$ cat src/sv/cfc_pkg.sv
// ----------------------------------------------------------------------------
// cfc_pkg
// Shared types, widths and codes for the frustum cull classifier.
// ----------------------------------------------------------------------------
package cfc_pkg;

  localparam int COORD_W        = 16;
  localparam int NUM_PLANES     = 6;
  localparam int PLANE_COUNT_DEF = 6;
  localparam int PLANE_W        = 64;
  localparam int MARGIN_W       = 20;
  localparam int FRAC_BITS      = 14;
  localparam int PROD_W         = 32;
  localparam int OFF_W          = 32;
  localparam int SUM_W          = 34;

  localparam int CFG_IDX_W      = 4;
  localparam int PLANE_IDX_W    = $clog2(NUM_PLANES);

  localparam logic [CFG_IDX_W-1:0] REG_POINT_MARGIN = CFG_IDX_W'(6);
  localparam logic [CFG_IDX_W-1:0] REG_BOX_MARGIN   = CFG_IDX_W'(7);

  localparam logic [MARGIN_W-1:0] POINT_MARGIN_RST = MARGIN_W'(164);
  localparam logic [MARGIN_W-1:0] BOX_MARGIN_RST   = MARGIN_W'(0);

  localparam int IN_DATA_W      = 6 * COORD_W;
  localparam int VERDICT_W      = 2;
  localparam int OUT_DATA_W     = 8;

  localparam logic [VERDICT_W-1:0] VERDICT_INSIDE   = 2'd0;
  localparam logic [VERDICT_W-1:0] VERDICT_SPANNING = 2'd1;
  localparam logic [VERDICT_W-1:0] VERDICT_OUTSIDE  = 2'd2;

  typedef struct packed {
    logic signed [COORD_W-1:0] z;
    logic signed [COORD_W-1:0] y;
    logic signed [COORD_W-1:0] x;
  } vec3_t;

  // d in the top bits, nx in the low bits
  typedef struct packed {
    logic signed [COORD_W-1:0] d;
    logic signed [COORD_W-1:0] nz;
    logic signed [COORD_W-1:0] ny;
    logic signed [COORD_W-1:0] nx;
  } plane_t;

  typedef struct packed {
    logic fail_pos;
    logic fail_neg;
  } lane_fail_t;

endpackage

$ cat src/sv/cfc_plane_lane.sv
// ----------------------------------------------------------------------------
// cfc_plane_lane
// One plane: vertex pick and registered products, then sum and sign test.
// ----------------------------------------------------------------------------
module cfc_plane_lane (
  input  logic                          clk,
  input  logic                          en,
  input  logic                          box,
  input  cfc_pkg::vec3_t                lo,
  input  cfc_pkg::vec3_t                hi,
  input  cfc_pkg::plane_t               plane,
  input  logic [cfc_pkg::MARGIN_W-1:0]  margin,
  output cfc_pkg::lane_fail_t           fail
);
  import cfc_pkg::*;

  vec3_t va;
  vec3_t vb;
  logic signed [PROD_W-1:0] prod_pos [3];
  logic signed [PROD_W-1:0] prod_neg [3];
  logic signed [OFF_W-1:0]  off;
  logic signed [SUM_W-1:0]  sum_pos;
  logic signed [SUM_W-1:0]  sum_neg;

  // points use lo for the positive test; boxes use the positive and negative corners
  always_comb begin
    va.x = (box && !plane.nx[COORD_W-1]) ? hi.x : lo.x;
    va.y = (box && !plane.ny[COORD_W-1]) ? hi.y : lo.y;
    va.z = (box && !plane.nz[COORD_W-1]) ? hi.z : lo.z;
    vb.x = plane.nx[COORD_W-1] ? hi.x : lo.x;
    vb.y = plane.ny[COORD_W-1] ? hi.y : lo.y;
    vb.z = plane.nz[COORD_W-1] ? hi.z : lo.z;
  end

  always_ff @(posedge clk) begin
    if (en) begin
      prod_pos[0] <= PROD_W'(plane.nx) * PROD_W'(va.x);
      prod_pos[1] <= PROD_W'(plane.ny) * PROD_W'(va.y);
      prod_pos[2] <= PROD_W'(plane.nz) * PROD_W'(va.z);
      prod_neg[0] <= PROD_W'(plane.nx) * PROD_W'(vb.x);
      prod_neg[1] <= PROD_W'(plane.ny) * PROD_W'(vb.y);
      prod_neg[2] <= PROD_W'(plane.nz) * PROD_W'(vb.z);
      off <= (OFF_W'(plane.d) <<< FRAC_BITS)
             + $signed({{(OFF_W-MARGIN_W){1'b0}}, margin});
    end
  end

  // s < -margin  <=>  s + margin < 0
  always_comb begin
    sum_pos = SUM_W'(prod_pos[0]) + SUM_W'(prod_pos[1]) + SUM_W'(prod_pos[2])
              + SUM_W'(off);
    sum_neg = SUM_W'(prod_neg[0]) + SUM_W'(prod_neg[1]) + SUM_W'(prod_neg[2])
              + SUM_W'(off);
    fail.fail_pos = sum_pos[SUM_W-1];
    fail.fail_neg = sum_neg[SUM_W-1];
  end

endmodule
$ cat config.mk
export PLATFORM = sky130hd
export DESIGN_NAME = cfc_plane_lane
export DESIGN_NICKNAME = d
export VERILOG_FILES = /design/src/sv/cfc_pkg.sv /design/src/sv/cfc_plane_lane.sv
export SDC_FILE = /design/constraint.sdc
export NUM_CORES = 2
export LEC_CHECK = 0
export ABC_AREA = 1
export BUFFER_PORTS_ARGS = -buffer_cell sky130_fd_sc_hd__buf_4
export CORE_MARGIN = 5
export CORE_UTILIZATION = 50
export CTS_CLUSTER_SIZE = 12
export DETAILED_ROUTE_END_ITERATION = 10
export PLACE_DENSITY_LB_ADDON = 0.05
export SYNTH_ARGS = -nofsm -noshare
export SYNTH_HDL_FRONTEND = slang
export SYNTH_SLANG_ARGS = --single-unit
$ cat constraint.sdc
create_clock -name clk -period 15.7 [get_ports clk]
set_clock_uncertainty 0.2 [all_clocks]
set_input_delay 1.57 -clock clk [delete_from_list [all_inputs] [get_ports clk]]
set_output_delay 1.57 -clock clk [all_outputs]
set_load 0.02 [all_outputs]
---- Yosys cells after proc, flatten, opt, wreduce, memory -nomap -nowiden ----
Memories as Yosys holds them, arrays and structs flattened.
Index checks and enable logic that the tools add are counted.
operators by class
  add/subtract/negate cells ............... 7
  multiply operators ...................... 6
  mux-type cells .......................... 8
  reductions and logical operators ........ 6
operators with widths
  kind                          number
  multiplier 16 x 16 -> 32 bit  6
  2-to-1 mux 16 bit             6
  adder 33 x 32 -> 34 bit       2
  adder 34 x 31 -> 34 bit       2
  adder 32 x 32 -> 33 bit       2
  adder 30 x 21 -> 31 bit       1
  logical AND 1 bit             3
  logical NOT 1 bit             3
  2-to-1 mux 1 bit              2
storage, ports and cells
  register bits after elaboration ......... 31
  bits in writable memories ............... 192
  bits of input ports ..................... 183
  output and inout port bits .............. 2
  word-level logic and storage cells ...... 30
  memories kept ........................... 2
memories
  name      words  bits a word  read ports  clocked after memory_dff  wr ports  line                  source
  prod_neg  3      32           3           0                         3         cfc_plane_lane.sv:20  logic signed [PROD_W-1:0] prod_neg [3];
  prod_pos  3      32           3           0                         3         cfc_plane_lane.sv:19  logic signed [PROD_W-1:0] prod_pos [3];

---- Longest topological paths before layout ----
  depth after elaboration ................. 4
  depth in mapped cells ................... 33
  depth with buffers taken out ............ 31

---- Least setup slack after synthesis ----
No wires, ideal clock.
  path type ............................... in2reg
  start ................................... input plane[15] in the netlist's numbering
  end ..................................... memory prod_pos[0][26], data pin
  setup time .............................. 0.253 ns
  data arrival time ....................... 6.800 ns
  required time ........................... 15.247 ns
  path slack .............................. 8.448 ns
  stages on the path ...................... 23
  path buffers ............................ 4
  cells stage by stage .................... buf_6 -> buf_4 -> buf_4 -> buf_2 -> nand2_1 -> inv_1 -> fa_1 -> fa_1 -> fa_1 -> fa_1 -> fa_1 -> inv_1 -> fa_1 -> inv_1 -> ha_1 -> nand2_1 -> nor2_1 -> inv_1 -> nor2_1 -> nand3_1 -> or2_1 -> nand4_1 -> nand2_1
RTL lines
  item         line                  source
  from (decl)  cfc_plane_lane.sv:11  input cfc_pkg::plane_t plane,
  to (decl)    cfc_plane_lane.sv:19

==> summary.md <==
| Metric | Value |
|---|---|
| Mux cell area share after synthesis | `0.0005663` |
| Yosys warnings | `0` |
| Synth Area in Adders | `0.5632` |
| Initial DRC count | `between 3000 and 4000` |
| Data required time at the worst endpoint | `15.79 ns` |
| First-pass GRT wire length | `~350000 um` |
| Core ar. | `145200 um2` |
| Die ar. | `around 150000 um2` |
| CTS Buffer Depth | `3` |
| Die Y | `just under 400 um` |
| Post-synthesis area per instance | `about 9 um2` |
| Synth Cell Area | `between 70000 and 80000 um2` |
| Fin crit period | `8.299 ns` |
| CP Buf/Inv Count | `6` |
| Top Ports | `~190` |
| Largest cells by area after synthesis | `fa_1, inv_1, ha_1, edfxtp_1, nand2_1` |
| Via-to-Cell Ratio | `5.339` |
| Initial Utilization | `0.5021` |
| Gpl congestion | `about 1.0` |
| # hold bufs at CTS | `0` |
| Fraction of the yosys area taken by sequential cells | `0.09185` |
| Post-Synth Simple-Gate Area | `0.1498` |
| Post-layout nets | `around 11000` |
| Largest net degree at the start of global routing | `95` |
| Slew Limit Fails | `0` |
| Most common cell on crit path | `fa_1` |
| Endpoint class of the critical path | `flop` |
| CTS tree | `built` |
| Critical path class | `in2reg` |
| Slew @ Worst Pin | `~1.4 ns` |
| Slew margin rel. | `0.05843` |
| CP arrival | `about 8.4 ns` |
| H-tree levels | `1` |
| FF+latch count, synth | `between 200 and 250` |
| Final ANT Viol Nets | `0` |
| DRC Markers | `0` |
| CP max stage cell | `a21oi_1` |
| Post-synth top area cell | `fa_1` |
| GRT Residual Overflow | `0` |
| Critical path fanouts, max | `35` |
| Total CTS buffers | `26` |
| Outcome | `finished clean` |
| Number of flops mapped to enable cells by yosys | `223` |
| Overall global routing resource usage | `0.3046` |
| Largest family of logic cells by synthesized area | `adder cells` |
| MaxCap Viol Count | `0` |
| Drt wl/cell | `22.17 um` |
| Vias in the first global route | `slightly below 60000` |
| Post-CTS setup buffer count | `0` |
| Syn Inst Count | `around 8300` |
| WL final | `~230000 um` |
| PortBufs | `between 150 and 200` |
| DP HPWL | `slightly below 200000 um` |
| Sink Count | `approximately 220` |
| CP Launch Type | `input pin` |
| Initial antenna violation count | `4` |
| Family with the most delay on the worst path | `adder cells` |
| Final setup vio count | `0` |
| Synth top area share | `0.4671` |
| Fill count | `about 14000` |
| Share of layout cells above drive strength 1 | `0.05107` |
| Asr flop ratio synth | `0` |
| Root buf cell | `clkbuf_16` |
| Critical-path cell list | `buf_4 > inv_2 > a21oi_1 > inv_1 > nand2_1 > fa_1 > fa_1 > inv_1 > fa_1 > fa_1 > fa_1 > inv_1 > fa_1 > inv_1 > ha_1 > a21o_1 > a21boi_0 > o21bai_1 > nand3b_1 > xor2_1` |
| Most frequent cell after synthesis | `inv_1` |
| P&R area growth vs syn | `5.101%` |
| Part of the cycle the worst path needs | `0.5286` |
| Compound-Gate Fraction of Synth Area | `0.04732` |
| Leading cell types by count after synthesis | `inv_1, fa_1, nand2_1, nor2_1, ha_1` |
| Detailed Routing Iterations Pass 1 | `6` |
| Crit-path max cell delay | `1.13 ns` |
| Fin. Hold Viols | `0` |
| Synth cell types | `46` |
| Post-cts resize count | `0` |
| Ys flop type | `edfxtp_1` |
| Via Count | `about 55000` |
| Die W | `between 300 and 400 um` |
| Syn_nets | `around 11000` |
| Clock transition at path regs | `0.06 ns` |
| Setup_tns | `0 ns` |
| Worst min path class | `in2reg` |
| Max Fclk | `~120 MHz` |
| Site row count | `140` |
| Post-synthesis xor/xnor area fraction | `0.02331` |
| RSZ-0062 raised after global routing | `no` |
-- routing by layer --
| metal | part of all wire | global-route usage |
|---|---|---|
| met3 | 0.076 | 0.05290 |
| met1 | 0.42 | 0.4237 |
| met5 | 0.000057 | 0 |
| met4 | 0.037 | 0.08518 |
| met2 | 0.47 | 0.4960 |
-- state kept, by name, summed over array words and instances, names as in the netlist --
register	flops
prod_neg	96
prod_pos	96
off	31
-- area by class of cell --
type                       instances  area (um2)  share of cell area
timing repair buffer             197        1486             0.01940
clock buffer                      30       686.9            0.008965
multi-input combinational       5716       57170              0.7462
sequential                       223        6696             0.08739
antenna                            2       5.005          0.00006532
inverter                        2143        8049              0.1050
clock inverter                    13       126.4            0.001649
tap                             1917        2399             0.03130
-- per-stage QoR --
stage	instance area (um2)	std cells	util	hold slack [ns]	worst slack (ns)
after detailed placement	75810	10196	0.5220	1.551	7.078
after floorplan	72900	8282	-	1.469	8.448
after CTS	76620	10239	0.5276	0.9858	7.619
final	76620	10241	0.5277	1.003	7.401
after global placement	75810	10196	0.5220	1.550	7.059
after global routing	76620	10239	0.5276	0.9803	7.216
-- worst paths after layout --
| kind | start | endpoint | cells past startpoint |
|---|---|---|---|
| worst max-delay path | plane[15] | prod_neg[0][22] | 20 |
| worst min-delay path | margin[4] | off[4] | 1 |
-- placed cells by master (no fill, tap or decap), drive strengths merged --
cell type / instances
o21a: 24
nand2: 1441
xor2: 143
mux2i: 3
o211ai: 7
or2: 48
bufinv: 2
nand3b: 23
clkinv: 38
o21bai: 33
xnor2: 51
nand3: 148
a21boi: 10
nor2: 940
nor4: 4
and3: 7
edfxtp: 223
a21o: 26
fa: 1701
a31oi: 8
clkbuf: 30
diode: 2
buf: 197
ha: 560
nor3: 38
a21oi: 266
inv: 2116
o21ai: 180
nand4: 55
-- logic make-up (layout without fill, tap and decap cells) --
group	after synthesis	in the layout
AOI/OAI and AO/OA	554	554
xor gates and xnor gates	194	194
adders and majority gates	2261	2261
buffers and inverters	2343	2383
DFF	223	223
muxes	3	3
other	0	2
and+or+nand+nor	2704	2704
Power is not shown: default switching activity piles up to over one toggle a cycle in this logic, so the estimate is an artifact.
