## src/sv/cfc_pkg.sv

```systemverilog
// ----------------------------------------------------------------------------
// cfc_pkg
// Shared types, widths and codes for the frustum cull classifier.
// ----------------------------------------------------------------------------
package cfc_pkg;

  localparam int COORD_W        = 16;
  localparam int NUM_PLANES     = 6;
  localparam int PLANE_COUNT_DEF = 6;
  localparam int PLANE_W        = 64;
  localparam int MARGIN_W       = 20;
  localparam int FRAC_BITS      = 14;
  localparam int PROD_W         = 32;
  localparam int OFF_W          = 32;
  localparam int SUM_W          = 34;

  localparam int CFG_IDX_W      = 4;
  localparam int PLANE_IDX_W    = $clog2(NUM_PLANES);

  localparam logic [CFG_IDX_W-1:0] REG_POINT_MARGIN = CFG_IDX_W'(6);
  localparam logic [CFG_IDX_W-1:0] REG_BOX_MARGIN   = CFG_IDX_W'(7);

  localparam logic [MARGIN_W-1:0] POINT_MARGIN_RST = MARGIN_W'(164);
  localparam logic [MARGIN_W-1:0] BOX_MARGIN_RST   = MARGIN_W'(0);

  localparam int IN_DATA_W      = 6 * COORD_W;
  localparam int VERDICT_W      = 2;
  localparam int OUT_DATA_W     = 8;

  localparam logic [VERDICT_W-1:0] VERDICT_INSIDE   = 2'd0;
  localparam logic [VERDICT_W-1:0] VERDICT_SPANNING = 2'd1;
  localparam logic [VERDICT_W-1:0] VERDICT_OUTSIDE  = 2'd2;

  typedef struct packed {
    logic signed [COORD_W-1:0] z;
    logic signed [COORD_W-1:0] y;
    logic signed [COORD_W-1:0] x;
  } vec3_t;

  // d in the top bits, nx in the low bits
  typedef struct packed {
    logic signed [COORD_W-1:0] d;
    logic signed [COORD_W-1:0] nz;
    logic signed [COORD_W-1:0] ny;
    logic signed [COORD_W-1:0] nx;
  } plane_t;

  typedef struct packed {
    logic fail_pos;
    logic fail_neg;
  } lane_fail_t;

endpackage

```

## src/sv/cfc_cfg_regs.sv

```systemverilog
// ----------------------------------------------------------------------------
// cfc_cfg_regs
// Plane and margin registers written through the configuration channel.
// ----------------------------------------------------------------------------
module cfc_cfg_regs (
  input  logic                             clk,
  input  logic                             rst,
  input  logic                             cfg_valid,
  input  logic [cfc_pkg::CFG_IDX_W-1:0]    cfg_index,
  input  logic [cfc_pkg::PLANE_W-1:0]      cfg_data,
  output cfc_pkg::plane_t                  planes [cfc_pkg::NUM_PLANES],
  output logic [cfc_pkg::MARGIN_W-1:0]     point_margin,
  output logic [cfc_pkg::MARGIN_W-1:0]     box_margin
);
  import cfc_pkg::*;

  always_ff @(posedge clk) begin
    if (rst) begin
      for (int i = 0; i < NUM_PLANES; i++) begin
        planes[i] <= '0;
      end
      point_margin <= POINT_MARGIN_RST;
      box_margin   <= BOX_MARGIN_RST;
    end else if (cfg_valid) begin
      if (cfg_index < CFG_IDX_W'(NUM_PLANES)) begin
        planes[cfg_index[PLANE_IDX_W-1:0]] <= plane_t'(cfg_data);
      end else if (cfg_index == REG_POINT_MARGIN) begin
        point_margin <= cfg_data[MARGIN_W-1:0];
      end else if (cfg_index == REG_BOX_MARGIN) begin
        box_margin <= cfg_data[MARGIN_W-1:0];
      end
    end
  end

endmodule

```

## config.mk

```make
export PLATFORM = sky130hd
export DESIGN_NAME = cfc_cfg_regs
export DESIGN_NICKNAME = d
export VERILOG_FILES = /design/src/sv/cfc_pkg.sv /design/src/sv/cfc_cfg_regs.sv
export SDC_FILE = /design/constraint.sdc
export NUM_CORES = 1
export LEC_CHECK = 0
export BUFFER_PORTS_ARGS = -buffer_cell sky130_fd_sc_hd__buf_2
export CAP_MARGIN = 20
export CORE_UTILIZATION = 41
export CTS_BUF_LIST = sky130_fd_sc_hd__clkbuf_4 sky130_fd_sc_hd__clkbuf_8 sky130_fd_sc_hd__clkbuf_16
export CTS_CLUSTER_SIZE = 10
export DETAILED_ROUTE_END_ITERATION = 10
export HOLD_SLACK_MARGIN = 0.02
export PLACE_DENSITY = 0.66
export RECOVER_POWER = 25
export SLEW_MARGIN = 20
export SYNTH_ARGS = -nofsm -noshare
export SYNTH_HDL_FRONTEND = slang
export SYNTH_SLANG_ARGS = --single-unit
```

## constraint.sdc

```tcl
create_clock -name clk -period 3.1 [get_ports clk]
set_clock_uncertainty 0.2 [all_clocks]
set_input_delay 0.155 -clock clk [delete_from_list [all_inputs] [get_ports clk]]
set_output_delay 0.155 -clock clk [all_outputs]
set_load 0.01 [all_outputs]
```

; Word-level counts from Yosys, hierarchy flattened
; Cells that the tools add are included.
[totals]
reg_bits = 424
latch_bits = 0
mem_bits_rw = 0
mem_bits_ro = 0
input_bits = 71
output_inout_bits = 424
wordCells = 41
mem_count = 0
[classes]
add_sub_neg = 0
n_mul = 0
n_div = 0
magnitude_cmp = 3
n_eq_ne = 2
shift = 0
muxes = 3
n_bitwise = 3
reduce_logical = 4
[op_table]
columns = cell, count
row1 = bitwise mux 384 bit, 1
row2 = demux 64 bit (select 3 bit), 1
row3 = 2-to-1 mux 64 bit, 1
row4 = "== test 4 x 3 -> 1 bit, second input constant", 2
row5 = ">= comparator 4 bit, second input constant", 1
row6 = "< comparator 4 x 1 -> 1 bit, second input constant", 1
row7 = "< comparator 4 x 3 -> 1 bit, second input constant", 1
row8 = inverter 3 -> 4 bit, 1
row9 = AND reduction 4 bit, 1
row10 = AND reduction 3 bit, 1
row11 = inverter 1 bit, 2
row12 = AND reduction 2 bit, 1
row13 = logical AND 1 bit, 1

; Logic depth before layout (Yosys ltp)
; Gate-level depths: netlist of the first run.
[logic_depth]
word_depth = 6
mapped_depth = 6
depth_no_buf = 3

; Worst setup path before layout of the first run
; Ideal clock, no wire load.
[synth_timing]
kind = input to register
start = in cfg_valid
end = reg planes[298] (netlist name)
setup_ns = 0.072
arrival_ns = 1.032
t_required_ns = 2.828
path_slack_ns = 1.796
cell_stages = 6
n_path_buf = 3
cell_sequence = nor2b_1 buf_2 and3_1 buf_6 buf_12 mux2i_1
[synth_via]
elab_chain_cells = 1
[synth_lines]
columns = element, line_no
row1 = start: declaration, cfc_cfg_regs.sv:8  ; input logic cfg_valid,
row2 = AND reduction 2 bit (no line), n/a
row3 = end signal: indexed assignment, cfc_cfg_regs.sv:26  ; planes[cfg_index[PLANE_IDX_W-1:0]] <= plane_t'(cfg_data);
row4 = end: declaration, cfc_cfg_regs.sv:11  ; output cfc_pkg::plane_t planes [cfc_pkg::NUM_PLANES],
; Every way passes these cells.
; A chain may end at the register's enable or synchronous reset.

; Final worst setup path of the first run
[layout_timing]
start = in cfg_valid
end = reg planes[287] (netlist name)
; The elaborated chain is that of the path after synthesis.

==> flow_summary.json, run 1 <==
{
  "holdPathStages": 3,
  "antenna_left": 0,
  "hold_viol": 0,
  "routedWlPerCell_microns": 18.9,
  "grtUsageMet1_pct": 28.1,
  "crit_path_end_kind": "register",
  "synth_top_cell_by_area": "dfxtp_1",
  "synthDistinctLibCells": 21,
  "die_area_sq_um": 41000,
  "worst_pin_slew_ns": 0.811,
  "initial_utilization_pct": 41.5,
  "cts.sinks": 424,
  "cts_buffers": 49,
  "grt_first_pass_wirelength_microns": 72600,
  "slew_headroom_pct": 45.9,
  "ys_ff_latch": 424,
  "cts_resized": 0,
  "rsz0062_at_grt": "false",
  "holdPathEnd": "planes[144]$_SDFFE_PP0P_",
  "peakVddDrop_mv": 0.322,
  "p_leak_nw": 10.6,
  "gr-total-overflow": 0,
  "grtUsageMet2_pct": 37.4,
  "yosys.area.top_type_share_pct": 51.5,
  "top_usage_layer": "met2",
  "synth_area_leaders": "dfxtp_1, mux2i_1, nand2b_1",
  "die_h_microns": 203,
  "h-tree-depth": 2,
  "use_met3_pct": 5.59,
  "syn_inst": 1471,
  "clock_path_buffers": 3,
  "track_usage_pct": 22.8,
  "avgSynthCellArea_sq_um": 11.2,
  "path_clk_slew_ns": 0.05,
  "final_layout_size_suffix_gt1_share_pct": 18.4,
  "clock_latency_ns": 0.55,
  "drt_drc_violations_left": 0,
  "synth_warnings": 0,
  "cp_data_arrival_time_ns": 3.02,
  "timing.rr.end": "point_margin[2]$_SDFFE_PP1P_",
  "cts_tree": "yes",
  "tns_ns": 0,
  "r2r_cells": 3,
  "hpwl_microns": 31300,
  "gp_congestion": 0.804,
  "grt_max_degree": 87,
  "cp-start-kind": "primary input",
  "p_total_mw": 11.3,
  "port_buffers": 494,
  "drt_pass1_iterations": 5,
  "clockRootBuffer": "clkbuf_16",
  "max_freq_mhz": 360,
  "drt_iter0_markers": 455,
  "io_pins": 495,
  "num_rows": 73,
  "maxCapViolations": 0,
  "reg2reg_from": "point_margin[2]$_SDFFE_PP1P_",
  "whs_ns": 0.0841,
  "outcome": "complete, no violations",
  "die_w_microns": 203,
  "antenna_found_initial": 0,
  "wirelength_microns": 47600,
  "postCtsSetupBuffers": 0,
  "grt_pass1_vias": 12300,
  "hold_path_startpoint": "cfg_data[16]",
  "via_count": 12200,
  "min_period_ns": 2.78,
  "syn_nets": 1542,
  "timing.final.crit_share_pct": 89.7,
  "worst_hold_path_type": "in2reg",
  "synthesis.area_sq_um": 16500,
  "fin_nets": 2063,
  "area_delta_synth_final_pct": 28.0,
  "criticalPathCategory": "in2reg",
  "cp_max_fo": 6,
  "routed_via_density": 4.84,
  "setup_viol": 0,
  "n_antenna_cell": 0,
  "cts_hold_buf": 73,
  "r2r_slack_ns": 1.71,
  "core_sq_um": 39700,
  "cellPowerDensity_nw_per_um2": 534,
  "required_ns": 3.34,
  "final_max_slew_viol_count": 0,
  "ys_seq_area_share_pct": 51.5
}
-- final cells by class --
| type | instances | area (sq um) |
|---|---|---|
| timing repair buffer | 586 | 3190 |
| multi-input combinational | 931 | 7450 |
| tap | 525 | 657 |
| clock inverter | 3 | 40.0 |
| clock buffer | 54 | 1270 |
| sequential | 424 | 8490 |
| fill | 3698 | 18600 |
-- metrics by stage --
stage | utilization (%) | instance area [sq um] | instances | setup slack [ns]
finish | 53.1 | 21100 | 2523 | 0.319
global route | 53.1 | 21100 | 2523 | 0.250
CTS | 53.8 | 21400 | 2523 | 0.392
detailed placement | 48.6 | 19300 | 2393 | 0.845
global placement | 48.6 | 19300 | 2393 | 0.917
floorplan | - | 16500 | 1471 | 1.80
-- cells in the mapped netlist --
cell	n
nand2_1	1
nor2b_1	1
and3_1	2
nor3b_2	1
buf_2	34
nor2_1	7
and2_1	1
buf_6	8
nand2b_1	485
dfxtp_1	424
mux2i_1	424
buf_1	15
and3b_1	1
buf_4	4
nand3_1	3
nand2_2	2
buf_12	2
nor3_2	1
clkbuf_1	53
nand3_2	1
nand4_1	1
-- routing by layer --
layer	routed length [microns]	part of all wire, %
met5	0	0
met4	2160	4.5
met3	3180	6.7
met2	22200	47
met1	20100	42
-- registers in the layout, indices dropped and copies added (netlist names) --
register	count
planes	384
box_margin	20
point_margin	20
-- worst max path at each step --
stage	from	depth (start not counted)	end
3_5_place_dp	cfg_index[0]	6	planes[236]$_SDFFE_PP0P_
5_1_grt	cfg_valid	7	planes[287]$_SDFFE_PP0P_
4_1_cts	cfg_valid	7	planes[287]$_SDFFE_PP0P_
3_3_place_gp	cfg_index[0]	6	planes[232]$_SDFFE_PP0P_
2_1_floorplan	cfg_valid	6	planes[298]$_SDFFE_PP0P_
6_report	cfg_valid	7	planes[287]$_SDFFE_PP0P_
-- kinds of logic (layout without fill, tap and decap cells) --
group | Yosys count | in the layout | synth area share (%)
buffers and inverters | 116 | 643 | 3.55
DFF | 424 | 424 | 51.5
muxes | 424 | 424 | 25.7
and+or+nand+nor | 507 | 507 | 19.2
-- cell usage in the layout, fill, tap and decap left out, types with 7 or more instances in the layout --
cell / instances
nand2b_1: 485
mux2i_1: 424
dfxtp_1: 424
buf_2: 281
clkbuf_1: 212
dlygate4sd3_1: 73
clkbuf_16: 49
buf_4: 11
buf_12: 8
nor2_1: 7
-- worst max-delay path, stage by stage --
cell and delay (ns):
dlygate4sd3_1 0.54, buf_2 0.18, nor2b_1 0.61, nand3_4 0.19, dlygate4sd3_1 0.65, mux2i_1 0.13
dlygate4sd3_1 0.56
-- power by group --
part	total, mW	internal [mW]	switching (mW)
clock	5.00	2.93	2.07
combinational	0.700	0.322	0.378
sequential	5.56	5.52	0.0365
No activity file was read; power rests on OpenSTA's default activity.
==> run 2: changes to the inputs <==
--- a/config.mk
+++ b/config.mk
@@ -12,7 +12,7 @@
 export CTS_CLUSTER_SIZE = 10
 export DETAILED_ROUTE_END_ITERATION = 10
 export HOLD_SLACK_MARGIN = 0.02
-export PLACE_DENSITY = 0.66
+export PLACE_DENSITY = 0.72
 export RECOVER_POWER = 25
 export SLEW_MARGIN = 20
 export SYNTH_ARGS = -nofsm -noshare
==> run 2 against run 1 <==
Compared with the run above:
- register-to-register slack hardly changed
- highest routed layer unchanged
- die area stayed put
- sequential share of layout area is 0.17 points lower
- global-route usage is 0.61 points lower
- worst hold slack worse by 0.026 ns
- largest power group unchanged
- total power is 1.2% higher
- combinational power hardly changed
- fmax is 22% higher
- routed wire length is 1.7% lower
- non-clock buffer count is 6 higher
==> flow_summary.json, run 2 (synthesis results as in run 1) <==
{
  "wirelength_microns": 46800,
  "cpPeakStageDelay_ns": 0.60,
  "die_w_microns": 203,
  "routed_via_density": 4.84,
  "r2r_cells": 3,
  "antenna_left": 0,
  "timing.final.crit_share_pct": 73.4,
  "cp_max_fo": 28,
  "min_period_ns": 2.28,
  "area_delta_synth_final_pct": 28.5,
  "final_layout_size_suffix_gt1_share_pct": 18.8,
  "switching_share_pct": 22.2,
  "startpoint": "cfg_valid",
  "hpwl_microns": 31400,
  "slew_headroom_pct": 49.7,
  "hold_viol": 0,
  "cts_tree": "yes",
  "port_buffers": 494,
  "grt_max_degree": 79,
  "cts.sinks": 424,
  "cts_buffers": 49,
  "worst_pin_slew_ns": 0.755,
  "pwr-share-seq_pct": 48.8,
  "p_leak_nw": 10.6,
  "regMostFlops": "planes",
  "cp_data_arrival_time_ns": 2.55,
  "drt_iter0_markers": 444,
  "fin_ws_ns": 0.824,
  "timing.rr.end": "point_margin[2]$_SDFFE_PP1P_",
  "clockRootBuffer": "clkbuf_16",
  "clock_path_buffers": 3,
  "drt_drc_violations_left": 0,
  "intPower_mw": 8.87,
  "cellPowerDensity_nw_per_um2": 538,
  "via_count": 12300,
  "tns_ns": 0,
  "max_freq_mhz": 439,
  "holdPathStages": 3,
  "track_usage_pct": 22.2,
  "rsz0062_at_grt": "false",
  "io_pins": 495,
  "switching_power_mw": 2.52,
  "dp_slack_ns": 0.861,
  "core_sq_um": 39700,
  "crit_path_cell_trace": "dlygate4sd3_1 > buf_2 > nor2b_1 > and3_2 > buf_4 > mux2i_1",
  "required_ns": 3.38,
  "p_total_mw": 11.4,
  "routedWlPerCell_microns": 18.5,
  "cpMaxStageDelayCell": "nor2b_1",
  "final_max_slew_viol_count": 0,
  "clock_latency_ns": 0.56,
  "outcome": "complete, no violations",
  "fin_area_sq_um": 21200,
  "setup_viol": 0,
  "clkPwrFrac_pct": 45.1,
  "criticalPathCategory": "in2reg",
  "r2r_slack_ns": 1.72,
  "antenna_found_initial": 1,
  "cp-start-kind": "primary input",
  "layout_common_cells": "nand2b_1, mux2i_1, dfxtp_1, buf_2, clkbuf_1",
  "die_area_sq_um": 41000,
  "grt_first_pass_wirelength_microns": 71500,
  "peakVddDrop_mv": 0.392,
  "h-tree-depth": 2,
  "final_common_cell": "nand2b_1",
  "initial_utilization_pct": 41.5,
  "fin_nets": 2069,
  "die_h_microns": 203,
  "num_rows": 73,
  "top_regs": "planes x384, box_margin x20, point_margin x20",
  "power.combinational.fraction_pct": 6.1,
  "drt_pass1_iterations": 5,
  "grt_pass1_vias": 12500,
  "whs_ns": 0.0577,
  "crit_path_end": "planes[298]$_SDFFE_PP0P_",
  "gp_congestion": 0.817,
  "crit_path_end_kind": "register",
  "reg2reg_from": "point_margin[2]$_SDFFE_PP1P_",
  "maxCapViolations": 0,
  "largest_reg_flops": 384,
  "path_clk_slew_ns": 0.05,
  "place_area_sq_um": 19300,
  "worst_hold_path_type": "in2reg",
  "gr-total-overflow": 0
}
==> run 2: cell count changes in the layout (fill, tap and decap cells not counted), moves of 2 or more <==
cell           delta
clkinv_2          -2
clkbuf_16         +2
buf_4             +6
buf_12            -2
clkbuf_4          +3
dlygate4sd3_1     +2
==> run 2: repair_timing <==
| action | 4_1_cts | 5_1_grt |
|---|---|---|
| gates resized for setup | 0 | 0 |
| endpoints found under the hold margin | 417 | 0 |
| hold buffers | 75 | 0 |
| buffers inserted | 0 | 0 |
==> run 2: worst min path at each step <==
stage | start | endpoint
after detailed placement | cfg_data[7] | point_margin[7]$_SDFFE_PP1P_
final | cfg_data[15] | planes[271]$_SDFFE_PP0P_
after floorplan | cfg_data[2] | point_margin[2]$_SDFFE_PP1P_
after global placement | cfg_data[2] | point_margin[2]$_SDFFE_PP1P_
after CTS | cfg_data[15] | planes[271]$_SDFFE_PP0P_
after global routing | cfg_data[15] | box_margin[15]$_SDFFE_PP0P_
==> run 2: cell type report <==
class | count | area (sq um)
fillers | 3612 | 18500
flip-flops and latches | 424 | 8490
multi-input cells | 931 | 7450
repair buffers | 592 | 3220
clock buffers | 60 | 1360
well taps | 525 | 657
clock inverters | 2 | 16.3
diodes | 1 | 2.50
==> run 2: routing by layer <==
metal | part of all wire (%) | global-route usage (%) | vias to the layer above
met5 | 0 | 0 | -
met4 | 4.7 | 11.9 | 0
met3 | 6.9 | 6.02 | 121
met2 | 47 | 37.2 | 419
met1 | 41 | 25.8 | 5878
li1 | - | - | 5856
==> run 2: critical path: cells and delay by family <==
| kind | cells | cell delay (ns) |
|---|---|---|
| buffers and inverters | 3 | 1.15 |
| AND/OR/NAND/NOR | 2 | 0.92 |
| multiplexers | 1 | 0.29 |
==> run 2: through the flow <==
stage | std cells | utilization, %
floorplan | 1471 | -
global placement | 2397 | 48.6
detailed placement | 2397 | 48.6
CTS | 2534 | 54.0
global route | 2535 | 53.3
finish | 2535 | 53.3
==> run 2: power groups by stage <==
stage,combinational [mW],sequential (mW),clock [mW]
after floorplan,0.354,5.71,0
after global placement,0.630,5.67,0
after detailed placement,0.637,5.67,0
after CTS,0.710,5.56,5.27
after global routing,0.746,5.57,5.47
final,0.697,5.56,5.14
==> run 3: changes to the inputs <==
--- a/config.mk
+++ b/config.mk
@@ -12,7 +12,7 @@
 export CTS_CLUSTER_SIZE = 10
 export DETAILED_ROUTE_END_ITERATION = 10
 export HOLD_SLACK_MARGIN = 0.02
-export PLACE_DENSITY = 0.72
+export PLACE_DENSITY = 0.74
 export RECOVER_POWER = 25
 export SLEW_MARGIN = 20
 export SYNTH_ARGS = -nofsm -noshare
==> constraint.sdc (replaced) <==
create_clock -name clk -period 1.84 [get_ports clk]
set_clock_uncertainty 0.2 [all_clocks]
set_input_delay 0.092 -clock clk [delete_from_list [all_inputs] [get_ports clk]]
set_output_delay 0.092 -clock clk [all_outputs]
set_load 0.01 [all_outputs]
==> run 3 against run 2 <==
Compared with the run above:
- sequential power up 69%
- setup slack worse by 0.80 ns
- total power up 67%
- combinational power up 82%
- count of clock-buffer cells in the layout down 5
- clock power up 62%
- worst hold slack worse by 0.055 ns
- critical path type unchanged
- highest routed layer unchanged
==> flow_summary.json, run 3 (synthesis results as in run 1) <==
{
  "layout_common_cells": "nand2b_1, mux2i_1, dfxtp_1, buf_2, clkbuf_1",
  "setup_viol": 0,
  "clock_path_buffers": 3,
  "max_freq_mhz": 551,
  "final_common_cell": "nand2b_1",
  "holdPathStages": 4,
  "initial_utilization_pct": 41.5,
  "via_count": 12500,
  "drt_pass1_iterations": 4,
  "drt_iter0_markers": 444,
  "peakVddDrop_mv": 0.594,
  "hold_path_startpoint": "cfg_index[3]",
  "slew_headroom_pct": 34.7,
  "timing.rr.end": "point_margin[2]$_SDFFE_PP1P_",
  "p_leak_nw": 11.1,
  "clock_latency_ns": 0.56,
  "cp-start-kind": "primary input",
  "required_ns": 2.09,
  "rsz0062_at_grt": "false",
  "antenna_left": 0,
  "largest_reg_flops": 384,
  "path_clk_slew_ns": 0.06,
  "criticalPathCategory": "in2reg",
  "r2r_cells": 3,
  "routedWlPerCell_microns": 19.0,
  "stdcell_count": 2565,
  "grt_pass1_vias": 12800,
  "fin_area_sq_um": 21600,
  "maxCapViolations": 0,
  "reg2reg_from": "point_margin[2]$_SDFFE_PP1P_",
  "whs_ns": 0.00233,
  "cts_buffers": 49,
  "antenna_found_initial": 0,
  "core_sq_um": 39700,
  "hpwl_microns": 32000,
  "area_delta_synth_final_pct": 31.4,
  "crit_path_end_kind": "register",
  "gp_congestion": 0.802,
  "outcome": "complete, no violations",
  "die_w_microns": 203,
  "cp_max_fo": 2,
  "cp_data_arrival_time_ns": 2.07,
  "track_usage_pct": 23.0,
  "timing.final.crit_share_pct": 98.6,
  "worst_hold_path_type": "in2reg",
  "clockRootBuffer": "clkbuf_16",
  "io_pins": 495,
  "fin_nets": 2104,
  "final_max_slew_viol_count": 0,
  "regMostFlops": "planes",
  "h-tree-depth": 2,
  "grt_first_pass_wirelength_microns": 73400,
  "min_period_ns": 1.81,
  "utilization_pct": 54.5,
  "r2r_slack_ns": 0.45,
  "hold_viol": 0,
  "drt_drc_violations_left": 0,
  "cellPowerDensity_nw_per_um2": 877,
  "die_area_sq_um": 41000,
  "die_h_microns": 203,
  "wirelength_microns": 48800,
  "cts_tree": "yes",
  "num_rows": 73,
  "place_area_sq_um": 19600,
  "gr-total-overflow": 0,
  "dpl.cell_count": 2413,
  "grt_max_degree": 65,
  "top_regs": "planes x384, box_margin x20, point_margin x20",
  "port_buffers": 494,
  "tns_ns": 0,
  "cts.sinks": 424,
  "worst_pin_slew_ns": 0.979,
  "fill_cells": 3505,
  "routed_via_density": 4.89,
  "final_layout_size_suffix_gt1_share_pct": 21.6,
  "holdPathEnd": "planes[287]$_SDFFE_PP0P_"
}
[run 3: worst max-delay path by stage]
stage	depth (start not counted)	slack, ns	to	from
floorplan	6	0.60	planes[298]$_SDFFE_PP0P_	cfg_valid
global placement	6	0.20	planes[281]$_SDFFE_PP0P_	cfg_valid
detailed placement	6	0.18	planes[286]$_SDFFE_PP0P_	cfg_valid
CTS	7	0.03	planes[125]$_SDFFE_PP0P_	cfg_valid
global route	6	0.005	point_margin[7]$_SDFFE_PP1P_	cfg_data[7]
finish	6	0.03	point_margin[7]$_SDFFE_PP1P_	cfg_data[7]
[run 3: through the flow]
step	power [mW]	worst slack [ns]
after CTS	19.2	0.0308
after global placement	10.7	0.204
after floorplan	10.2	0.599
after detailed placement	10.7	0.182
after global routing	19.6	0.00472
final	19.0	0.0263
[run 3: report_power, final]
group          total (mW)  internal [mW]  switching [mW]
Combinational        1.27          0.607           0.664
Sequential           9.37           9.31          0.0636
Clock                8.35           4.82            3.54
[run 3: per-layer routing]
metal | track usage, % | share of wire (%) | vias up
met5 | 0 | 0 | -
met4 | 8.86 | 3.6 | 0
met1 | 27.3 | 42 | 6084
li1 | - | - | 5943
met2 | 39.2 | 48 | 405
met3 | 6.28 | 6.4 | 105
[run 3: layout make-up]
type / instances / area [sq um] / share of cell area (%)
well taps: 525 / 657 / 3.03
multi-input cells: 931 / 7450 / 34.4
flip-flops and latches: 424 / 8490 / 39.2
clock inverters: 2 / 13.8 / 0.0636
diodes: 1 / 2.50 / 0.0116
repair buffers: 627 / 3760 / 17.4
clock buffers: 55 / 1280 / 5.90
[run 3: timing repair]
| item | in CTS | in global routing |
|---|---|---|
| setup endpoints to repair | 0 | 8 |
| gates resized for setup | 0 | 2 |
| hold buffers | 91 | 3 |
| buffers inserted | 0 | 1 |
| endpoints found under the hold margin | 424 | 8 |
[run 3: critical path, cell delays in order]
cell and delay (ns):
dlygate4sd3_1 0.53, buf_2 0.14, nor2_1 0.12, dlygate4sd3_1 0.56, mux2i_1 0.07, dlygate4sd3_1 0.56
